File: src/hw/rtl/bhoc_pkg.sv
// Package for the banded heater on/off controller.
// Holds field widths, band and LED codes, register indexes and the reference scaling.
// No dependencies.
`timescale 1ns / 1ps
`default_nettype none

package bhoc_pkg;

  localparam int unsigned SampleW = 12;
  localparam int unsigned WordW   = 16;
  localparam int unsigned TempW   = 9;
  localparam int unsigned RefW    = 6;
  localparam int unsigned CmpW    = 16;
  localparam int unsigned MarginW = 5;
  localparam int unsigned CfgIdxW = 3;
  localparam int unsigned CfgDataW = 16;

  // floor(sample*5/341) == (sample * 5 * 24601) >> 23 for every 12-bit sample
  localparam int unsigned RefProdW = 29;
  localparam int unsigned RefShift = 23;
  localparam logic [RefProdW-1:0] RefMul = RefProdW'(5 * 24601);

  localparam logic [RefW-1:0]    LowBandRst  = RefW'(30);
  localparam logic [RefW-1:0]    MedBandRst  = RefW'(40);
  localparam logic [RefW-1:0]    HighBandRst = RefW'(50);
  localparam logic [CmpW-1:0]    HeatOffRst  = CmpW'(50000);
  localparam logic [MarginW-1:0] MarginRst   = MarginW'(5);

  typedef enum logic [1:0] {
    BandOff  = 2'd0,
    BandLow  = 2'd1,
    BandMed  = 2'd2,
    BandHigh = 2'd3
  } band_e;

  typedef enum logic [1:0] {
    LedNone   = 2'd0,
    LedGreen  = 2'd1,
    LedYellow = 2'd2,
    LedRed    = 2'd3
  } led_e;

  typedef enum logic [CfgIdxW-1:0] {
    CfgLowBand  = 3'd0,
    CfgMedBand  = 3'd1,
    CfgHighBand = 3'd2,
    CfgHeatOff  = 3'd3,
    CfgMargin   = 3'd4
  } cfg_idx_e;

endpackage

`default_nettype wire

File: src/hw/rtl/banded_heater_onoff_controller_top.sv
// Top level of the banded heater on/off controller.
// Input register, one pass of band control logic, result register. Uses bhoc_pkg.
//
//  channel | direction | handshake                 | payload
//  in      | sink      | in_valid_i / in_stall_o   | setpoint_sample, sensor_word, sensor_fresh
//  out     | source    | out_valid_o / out_stall_i | band_mode .. reference_degrees
//  cfg     | sink      | cfg_valid_i / cfg_ready_o | cfg_index_i, cfg_data_i
//
// One beat per cycle sustained while out_stall_i is low; an accepted beat waits in the input register.
// The pass logic (one 12x17 constant multiply plus compares) updates the band state
// as the beat moves from the input register to the result register.
// Reset clears band state, steady flag, held temperature and overshoot LED, and loads
// the register defaults.
// Output stall backs up through both registers; the config port is always ready.
`timescale 1ns / 1ps
`default_nettype none

module banded_heater_onoff_controller_top (
  input  wire                           clk_i,
  input  wire                           rst_ni,
  input  wire                           in_valid_i,
  output logic                          in_stall_o,
  input  wire  [bhoc_pkg::SampleW-1:0]  setpoint_sample_i,
  input  wire  [bhoc_pkg::WordW-1:0]    sensor_word_i,
  input  wire                           sensor_fresh_i,
  output logic                          out_valid_o,
  input  wire                           out_stall_i,
  output logic [1:0]                    band_mode_o,
  output logic [bhoc_pkg::CmpW-1:0]     heater_compare_o,
  output logic [1:0]                    reference_led_o,
  output logic [1:0]                    overshoot_led_o,
  output logic [bhoc_pkg::TempW-1:0]    temperature_half_o,
  output logic [bhoc_pkg::RefW-1:0]     reference_degrees_o,
  input  wire                           cfg_valid_i,
  output logic                          cfg_ready_o,
  input  wire  [bhoc_pkg::CfgIdxW-1:0]  cfg_index_i,
  input  wire  [bhoc_pkg::CfgDataW-1:0] cfg_data_i
);
  import bhoc_pkg::*;

  logic [RefW-1:0]    low_band_q, med_band_q, high_band_q;
  logic [CmpW-1:0]    heat_off_q;
  logic [MarginW-1:0] margin_q;

  logic               s1_valid_q;
  logic [SampleW-1:0] s1_sample_q;
  logic [WordW-1:0]   s1_word_q;
  logic               s1_fresh_q;

  band_e              band_q, band_d;
  logic               steady_q, steady_d;
  logic [TempW-1:0]   temp_q, temp_d;
  led_e               ovs_q, ovs_d;

  logic               out_valid_q;
  band_e              out_band_q;
  logic [CmpW-1:0]    out_cmp_q, cmp_d;
  led_e               out_ovs_q;
  logic [TempW-1:0]   out_temp_q;
  logic [RefW-1:0]    out_ref_q;

  logic               out_free, s2_fire, s1_load;
  logic [RefProdW-1:0] ref_prod;
  logic [RefW-1:0]    ref_w;
  logic [RefW:0]      r_w;
  logic signed [10:0] d_w, heat_lim;
  logic signed [15:0] d_ext, d25, d5, ref_ext;
  logic               heat_band, steady_set;

  assign cfg_ready_o = 1'b1;

  always_ff @(posedge clk_i or negedge rst_ni) begin
    if (!rst_ni) begin
      low_band_q  <= LowBandRst;
      med_band_q  <= MedBandRst;
      high_band_q <= HighBandRst;
      heat_off_q  <= HeatOffRst;
      margin_q    <= MarginRst;
    end else if (cfg_valid_i && cfg_ready_o) begin
      case (cfg_idx_e'(cfg_index_i))
        CfgLowBand:  low_band_q  <= cfg_data_i[RefW-1:0];
        CfgMedBand:  med_band_q  <= cfg_data_i[RefW-1:0];
        CfgHighBand: high_band_q <= cfg_data_i[RefW-1:0];
        CfgHeatOff:  heat_off_q  <= cfg_data_i[CmpW-1:0];
        CfgMargin:   margin_q    <= cfg_data_i[MarginW-1:0];
        default: ;
      endcase
    end
  end

  assign out_free   = !out_valid_q || !out_stall_i;
  assign s2_fire    = s1_valid_q && out_free;
  assign in_stall_o = s1_valid_q && !out_free;
  assign s1_load    = in_valid_i && !in_stall_o;

  always_ff @(posedge clk_i or negedge rst_ni) begin
    if (!rst_ni) begin
      s1_valid_q <= 1'b0;
    end else if (s1_load) begin
      s1_valid_q <= 1'b1;
    end else if (s2_fire) begin
      s1_valid_q <= 1'b0;
    end
  end

  always_ff @(posedge clk_i) begin
    if (s1_load) begin
      s1_sample_q <= setpoint_sample_i;
      s1_word_q   <= sensor_word_i;
      s1_fresh_q  <= sensor_fresh_i;
    end
  end

  assign ref_prod = RefProdW'(s1_sample_q) * RefMul;
  assign ref_w    = ref_prod[RefShift +: RefW];
  assign r_w      = {ref_w, 1'b0};
  assign temp_d   = s1_fresh_q ? s1_word_q[WordW-1 -: TempW] : temp_q;
  assign d_w      = $signed({2'b00, temp_d}) - $signed({4'b0000, r_w});
  assign d_ext    = {{5{d_w[10]}}, d_w};
  assign d25      = (d_ext <<< 4) + (d_ext <<< 3) + d_ext;
  assign d5       = (d_ext <<< 2) + d_ext;
  assign ref_ext  = {10'b0, ref_w};
  assign heat_lim = $signed({4'b0000, r_w}) - $signed({6'b000000, margin_q});
  assign steady_set = (temp_d == ({2'b00, r_w} + TempW'(1)));

  always_comb begin
    band_d    = band_q;
    steady_d  = steady_q;
    ovs_d     = ovs_q;
    cmp_d     = heat_off_q;
    heat_band = 1'b0;
    if (band_q == BandOff) begin
      ovs_d = LedNone;
      if (ref_w >= low_band_q) begin
        steady_d = 1'b0;
        band_d   = BandLow;
      end
    end else begin
      if (band_q == BandHigh) begin
        heat_band = ({2'b00, r_w} >= temp_d);
      end else begin
        heat_band = (heat_lim >= $signed({2'b00, temp_d}));
      end
      if (heat_band) begin
        cmp_d = '0;
      end
      if (steady_set) begin
        steady_d = 1'b1;
      end
      if (steady_d && ({2'b00, r_w} > temp_d)) begin
        cmp_d = '0;
      end
      if (steady_d && ({2'b00, r_w} < temp_d)) begin
        cmp_d = heat_off_q;
      end
      if (!d_w[10]) begin
        if (d25 <= ref_ext) begin
          ovs_d = LedGreen;
        end else if (d5 <= ref_ext) begin
          ovs_d = LedYellow;
        end else begin
          ovs_d = LedRed;
        end
      end
      case (band_q)
        BandLow: begin
          if (ref_w >= med_band_q) begin
            steady_d = 1'b0;
            band_d   = BandMed;
          end else if (ref_w < low_band_q) begin
            steady_d = 1'b0;
            band_d   = BandOff;
          end
        end
        BandMed: begin
          if (ref_w >= high_band_q) begin
            steady_d = 1'b0;
            band_d   = BandHigh;
          end else if (ref_w < med_band_q) begin
            steady_d = 1'b0;
            band_d   = BandLow;
          end
        end
        default: begin
          if (ref_w < high_band_q) begin
            steady_d = 1'b0;
            band_d   = BandMed;
          end
        end
      endcase
    end
  end

  always_ff @(posedge clk_i or negedge rst_ni) begin
    if (!rst_ni) begin
      band_q   <= BandOff;
      steady_q <= 1'b0;
      temp_q   <= '0;
      ovs_q    <= LedNone;
    end else if (s2_fire) begin
      band_q   <= band_d;
      steady_q <= steady_d;
      temp_q   <= temp_d;
      ovs_q    <= ovs_d;
    end
  end

  always_ff @(posedge clk_i or negedge rst_ni) begin
    if (!rst_ni) begin
      out_valid_q <= 1'b0;
    end else if (out_free) begin
      out_valid_q <= s1_valid_q;
    end
  end

  always_ff @(posedge clk_i) begin
    if (s2_fire) begin
      out_band_q <= band_q;
      out_cmp_q  <= cmp_d;
      out_ovs_q  <= ovs_d;
      out_temp_q <= temp_d;
      out_ref_q  <= ref_w;
    end
  end

  assign out_valid_o         = out_valid_q;
  assign band_mode_o         = out_band_q;
  assign reference_led_o     = out_band_q;
  assign heater_compare_o    = out_cmp_q;
  assign overshoot_led_o     = out_ovs_q;
  assign temperature_half_o  = out_temp_q;
  assign reference_degrees_o = out_ref_q;

  a_band_one_step: assert property (@(posedge clk_i) disable iff (!rst_ni)
    s2_fire |=> (band_q == $past(band_q) || band_q == $past(band_q) + 2'd1 ||
                 band_q == $past(band_q) - 2'd1))
    else $error("band moved by more than one step");

  a_off_no_overshoot: assert property (@(posedge clk_i) disable iff (!rst_ni)
    (out_valid_o && band_mode_o == BandOff) |-> (overshoot_led_o == LedNone))
    else $error("overshoot LED lit in off band");

  a_compare_levels: assert property (@(posedge clk_i) disable iff (!rst_ni)
    out_valid_o |-> (heater_compare_o == '0 || heater_compare_o == heat_off_q))
    else $error("heater compare is neither full heat nor off");

  a_empty_no_stall: assert property (@(posedge clk_i) disable iff (!rst_ni)
    !s1_valid_q |-> !in_stall_o)
    else $error("input stalled with empty input register");

endmodule

`default_nettype wire
File: config.mk
export PLATFORM = sky130hd
export DESIGN_NAME = banded_heater_onoff_controller_top
export DESIGN_NICKNAME = d
export VERILOG_FILES = /design/src/hw/rtl/bhoc_pkg.sv /design/src/hw/rtl/banded_heater_onoff_controller_top.sv
export SDC_FILE = /design/constraint.sdc
export NUM_CORES = 1
export LEC_CHECK = 0
export ABC_AREA = 1
export BUFFER_PORTS_ARGS = -buffer_cell sky130_fd_sc_hd__clkbuf_2
export CORE_UTILIZATION = 61
export DETAILED_ROUTE_END_ITERATION = 7
export GPL_TIMING_DRIVEN = 0
export PLACE_DENSITY = 0.93
export SLEW_MARGIN = 20
export SYNTH_ARGS = -nofsm -noshare
export SYNTH_HDL_FRONTEND = slang
export SYNTH_SLANG_ARGS = --single-unit
File: constraint.sdc
create_clock -name clk_i -period 9.4 [get_ports clk_i]
set_input_delay 0.94 -clock clk_i [delete_from_list [all_inputs] [get_ports clk_i]]
set_output_delay 0.94 -clock clk_i [all_outputs]
set_load 0.02 [all_outputs]
==> impl_metrics.ini <==
[sta]
max_freq_mhz = 112
period_needed_ns = 8.91
setup_viol = 0
max-slew-margin-rel_pct = 34.5
fin_crit_sh_pct = 94.8
tightest_slew_ns = 0.972
finalHoldViolations = 0
final.setup_skew_ns = 0.0179
finalMaxSlewViolations = 0

[critical_path]
r2r_start = s1_sample_q[3]
rr_worst_depth = 38
regToRegSetupSlack_ns = 0.49
critPathSlowestCell = fa_1
criticalPathCategory = flip-flop to flip-flop
crit_top_cell = inv_1
worstPathRequired_ns = 9.55
path_max_fanout = 5
max_stage_delay_ns = 0.65
crit_path_start_kind = flip-flop
cp-end-kind = flip-flop
arrival_ns = 9.06
r2r_end = overshoot_led_o[1]

[final_layout]
num_antenna_cells = 0
layout-drive-gt1-share_pct = 18.0
final_common_cell = inv_1
area_delta_synth_final_pct = 11.9
layout_common_cells = 237 x inv_1, 202 x nand2_1, 149 x ha_1
final_util_pct = 70.1
layout.nets = 1468

[detailed_routing]
first_pass_iters = 5
detail_route.iter0.violations = 547
drc_errors = 0
ant_nets = 0
wire_per_inst_um = 16.2
via_per_inst = 5.54
drt-total-wl_um = 23100
routed-via-count = 7903

[floorplanning]
dieWidth_um = 130
start_util_pct = 62.7
rows = 46
core_area_um2 = 15900
io_pins = 93
die-area_um2 = 16900
die_h_um = 130

[clock_network]
root_buffer = clkbuf_16
cts_tree = done
cts.path.max_buffers = 2
cts-htree-levels = 3
cts_buffers = 9
path_clk_slew_ns = 0.10
clkSinkCount = 112
clock_latency_ns = 0.38

[global_routing]
grt_pass1_vias = 8065
grt_pass1_wl_um = 37000
antenna_found_initial = 0
grt_usage_pct = 28.6
grt_max_degree = 56
grt-ovfl-total = 0

[yosys]
synth_top_area_share_pct = 18.8
syn_area_um2 = 9990
seq_area_frac_synth_pct = 31.1
yosysUniqueCellTypes = 53
avgSynthCellArea_um2 = 9.09
synth.area.top_cells = ha_1 19%, edfxtp_1 17%, fa_1 12%
yosysWarnings = 0
synth_nets = 1362
ys_async_sr_fraction_pct = 49.1
synth_ff_type = edfxtp_1
synth_edf_count = 57
ys_seq_elements = 112
yosysTopAreaCell = ha_1
syn_inst = 1099

[hold_path]
worstHoldPathType = flip-flop to flip-flop
hold_end = margin_q[4]
min_from = margin_q[4]
whs_path_depth = 2

[placed_design]
dp_hpwl_um = 17900
port_buffers = 84
gp_congestion = 0.984

[run_status]
outcome = finished clean

[flow_run]
drv_cap = 0
==> cell families (layout without fill, tap and decap cells) <==
| group | count (synthesis) | count (layout) | synth area share (%) |
|---|---|---|---|
| other | 1 | 1 | 0.0375 |
| buffers and inverters | 254 | 365 | 9.78 |
| AOI/OAI and AO/OA | 139 | 139 | 8.93 |
| xor gates and xnor gates | 24 | 24 | 2.10 |
| and+or+nand+nor | 349 | 349 | 16.1 |
| DFF | 112 | 112 | 31.1 |
| muxes | 10 | 10 | 1.13 |
| adders and majority gates | 210 | 210 | 30.8 |
==> how the worst max path moves through the flow <==
stage | end | depth (start not counted) | startpoint | slack [ns]
final | overshoot_led_o[1] | 38 | s1_sample_q[3] | 0.49
after global routing | overshoot_led_o[1] | 43 | s1_sample_q[3] | -0.006
after CTS | overshoot_led_o[1] | 43 | s1_sample_q[6] | 0.04
after detailed placement | overshoot_led_o[1] | 43 | s1_sample_q[6] | -0.28
after global placement | overshoot_led_o[1] | 43 | s1_sample_q[3] | -0.05
after floorplan | overshoot_led_o[1] | 43 | s1_sample_q[3] | 1.05
==> per-stage QoR <==
step / cells / area (µm²) / setup WS [ns] / setup TNS [ns] / hold WS (ns)
final: 1426 / 11200 / 0.489 / 0 / 0.488
after detailed placement: 1399 / 10700 / -0.282 / -0.815 / 0.467
after floorplan: 1099 / 9990 / 1.05 / 0 / 0.442
after global routing: 1426 / 11200 / -0.00572 / -0.00572 / 0.513
after CTS: 1415 / 11000 / 0.0353 / 0 / 0.488
after global placement: 1399 / 10700 / -0.0545 / -0.0545 / 0.455
==> sequential cells by signal, summed over array words and instances (netlist names), 2 cells and up <==
register	flops
band_mode_o	2
med_band_q	6
low_band_q	6
reference_degrees_o	6
heat_off_q	16
margin_q	5
s1_sample_q	12
heater_compare_o	16
band_q	2
temp_q	9
temperature_half_o	9
overshoot_led_o	2
high_band_q	6
s1_word_q	9
ovs_q	2
==> cell usage after synthesis, types with 2 or more instances <==
library cell and n:
inv_1 238, buf_4 4, nor2_2 6, nand2_1 202, a21boi_0 9, dfrtp_1 38, xor2_1 16, nand3_2 7
edfxtp_1 57, or2_2 10, o21ai_2 2, nand3_1 40, o21ai_1 2, nor2_1 36, nand3b_1 2, mux2_2 10
ha_1 150, nand2_4 4, a211oi_1 5, fa_1 60, a31o_2 2, nand4_1 12, or2_0 2, o21ai_0 55
nor3_1 6, a21oi_1 32, clkbuf_1 8, nand2_2 13, a21oi_4 3, or2_1 3, dfstp_2 17, a31oi_1 2
xnor2_1 8, a21o_1 7, o21a_1 4, a21boi_2 10
==> metal layers <==
metal / track usage [%] / vias up / routed length [µm]
met5: 0 / - / 0
met4: 14.8 / 0 / 870
met3: 4.92 / 71 / 1180
met2: 51.8 / 310 / 12100
met1: 32.4 / 3795 / 9010
li1: - / 3727 / -
==> layout make-up <==
| class | instances | area (µm²) |
|---|---|---|
| Inverter | 240 | 902 |
| Sequential cell | 112 | 3110 |
| Fill cell | 1106 | 4760 |
| Multi-Input combinational cell | 733 | 5990 |
| Clock inverter | 7 | 98.8 |
| Clock buffer | 9 | 225 |
| Tap cell | 216 | 270 |
| Timing Repair Buffer | 95 | 505 |
| Buffer | 14 | 75.1 |
==> timing repair <==
item                                    CTS  global route
gates resized for setup                   2            13
buffers inserted                          0            11
hold buffers                              0             0
endpoints found under the setup margin    4             4
pin swaps                                 0             2
==> critical path, delay by kind of cell, from the launching register on <==
family / cells / cell delay [ns]
XOR/XNOR: 2 / 0.70
adder cells (fa/ha/maj): 11 / 4.56
AO/OA/AOI/OAI: 5 / 1.08
AND/OR/NAND/NOR: 12 / 1.13
buffers and inverters: 8 / 0.68
flip-flops: 1 / 0.53
Power is left out: the tool's default activity adds up to more than one toggle a clock period on the data nets, which glitch-free logic cannot reach.
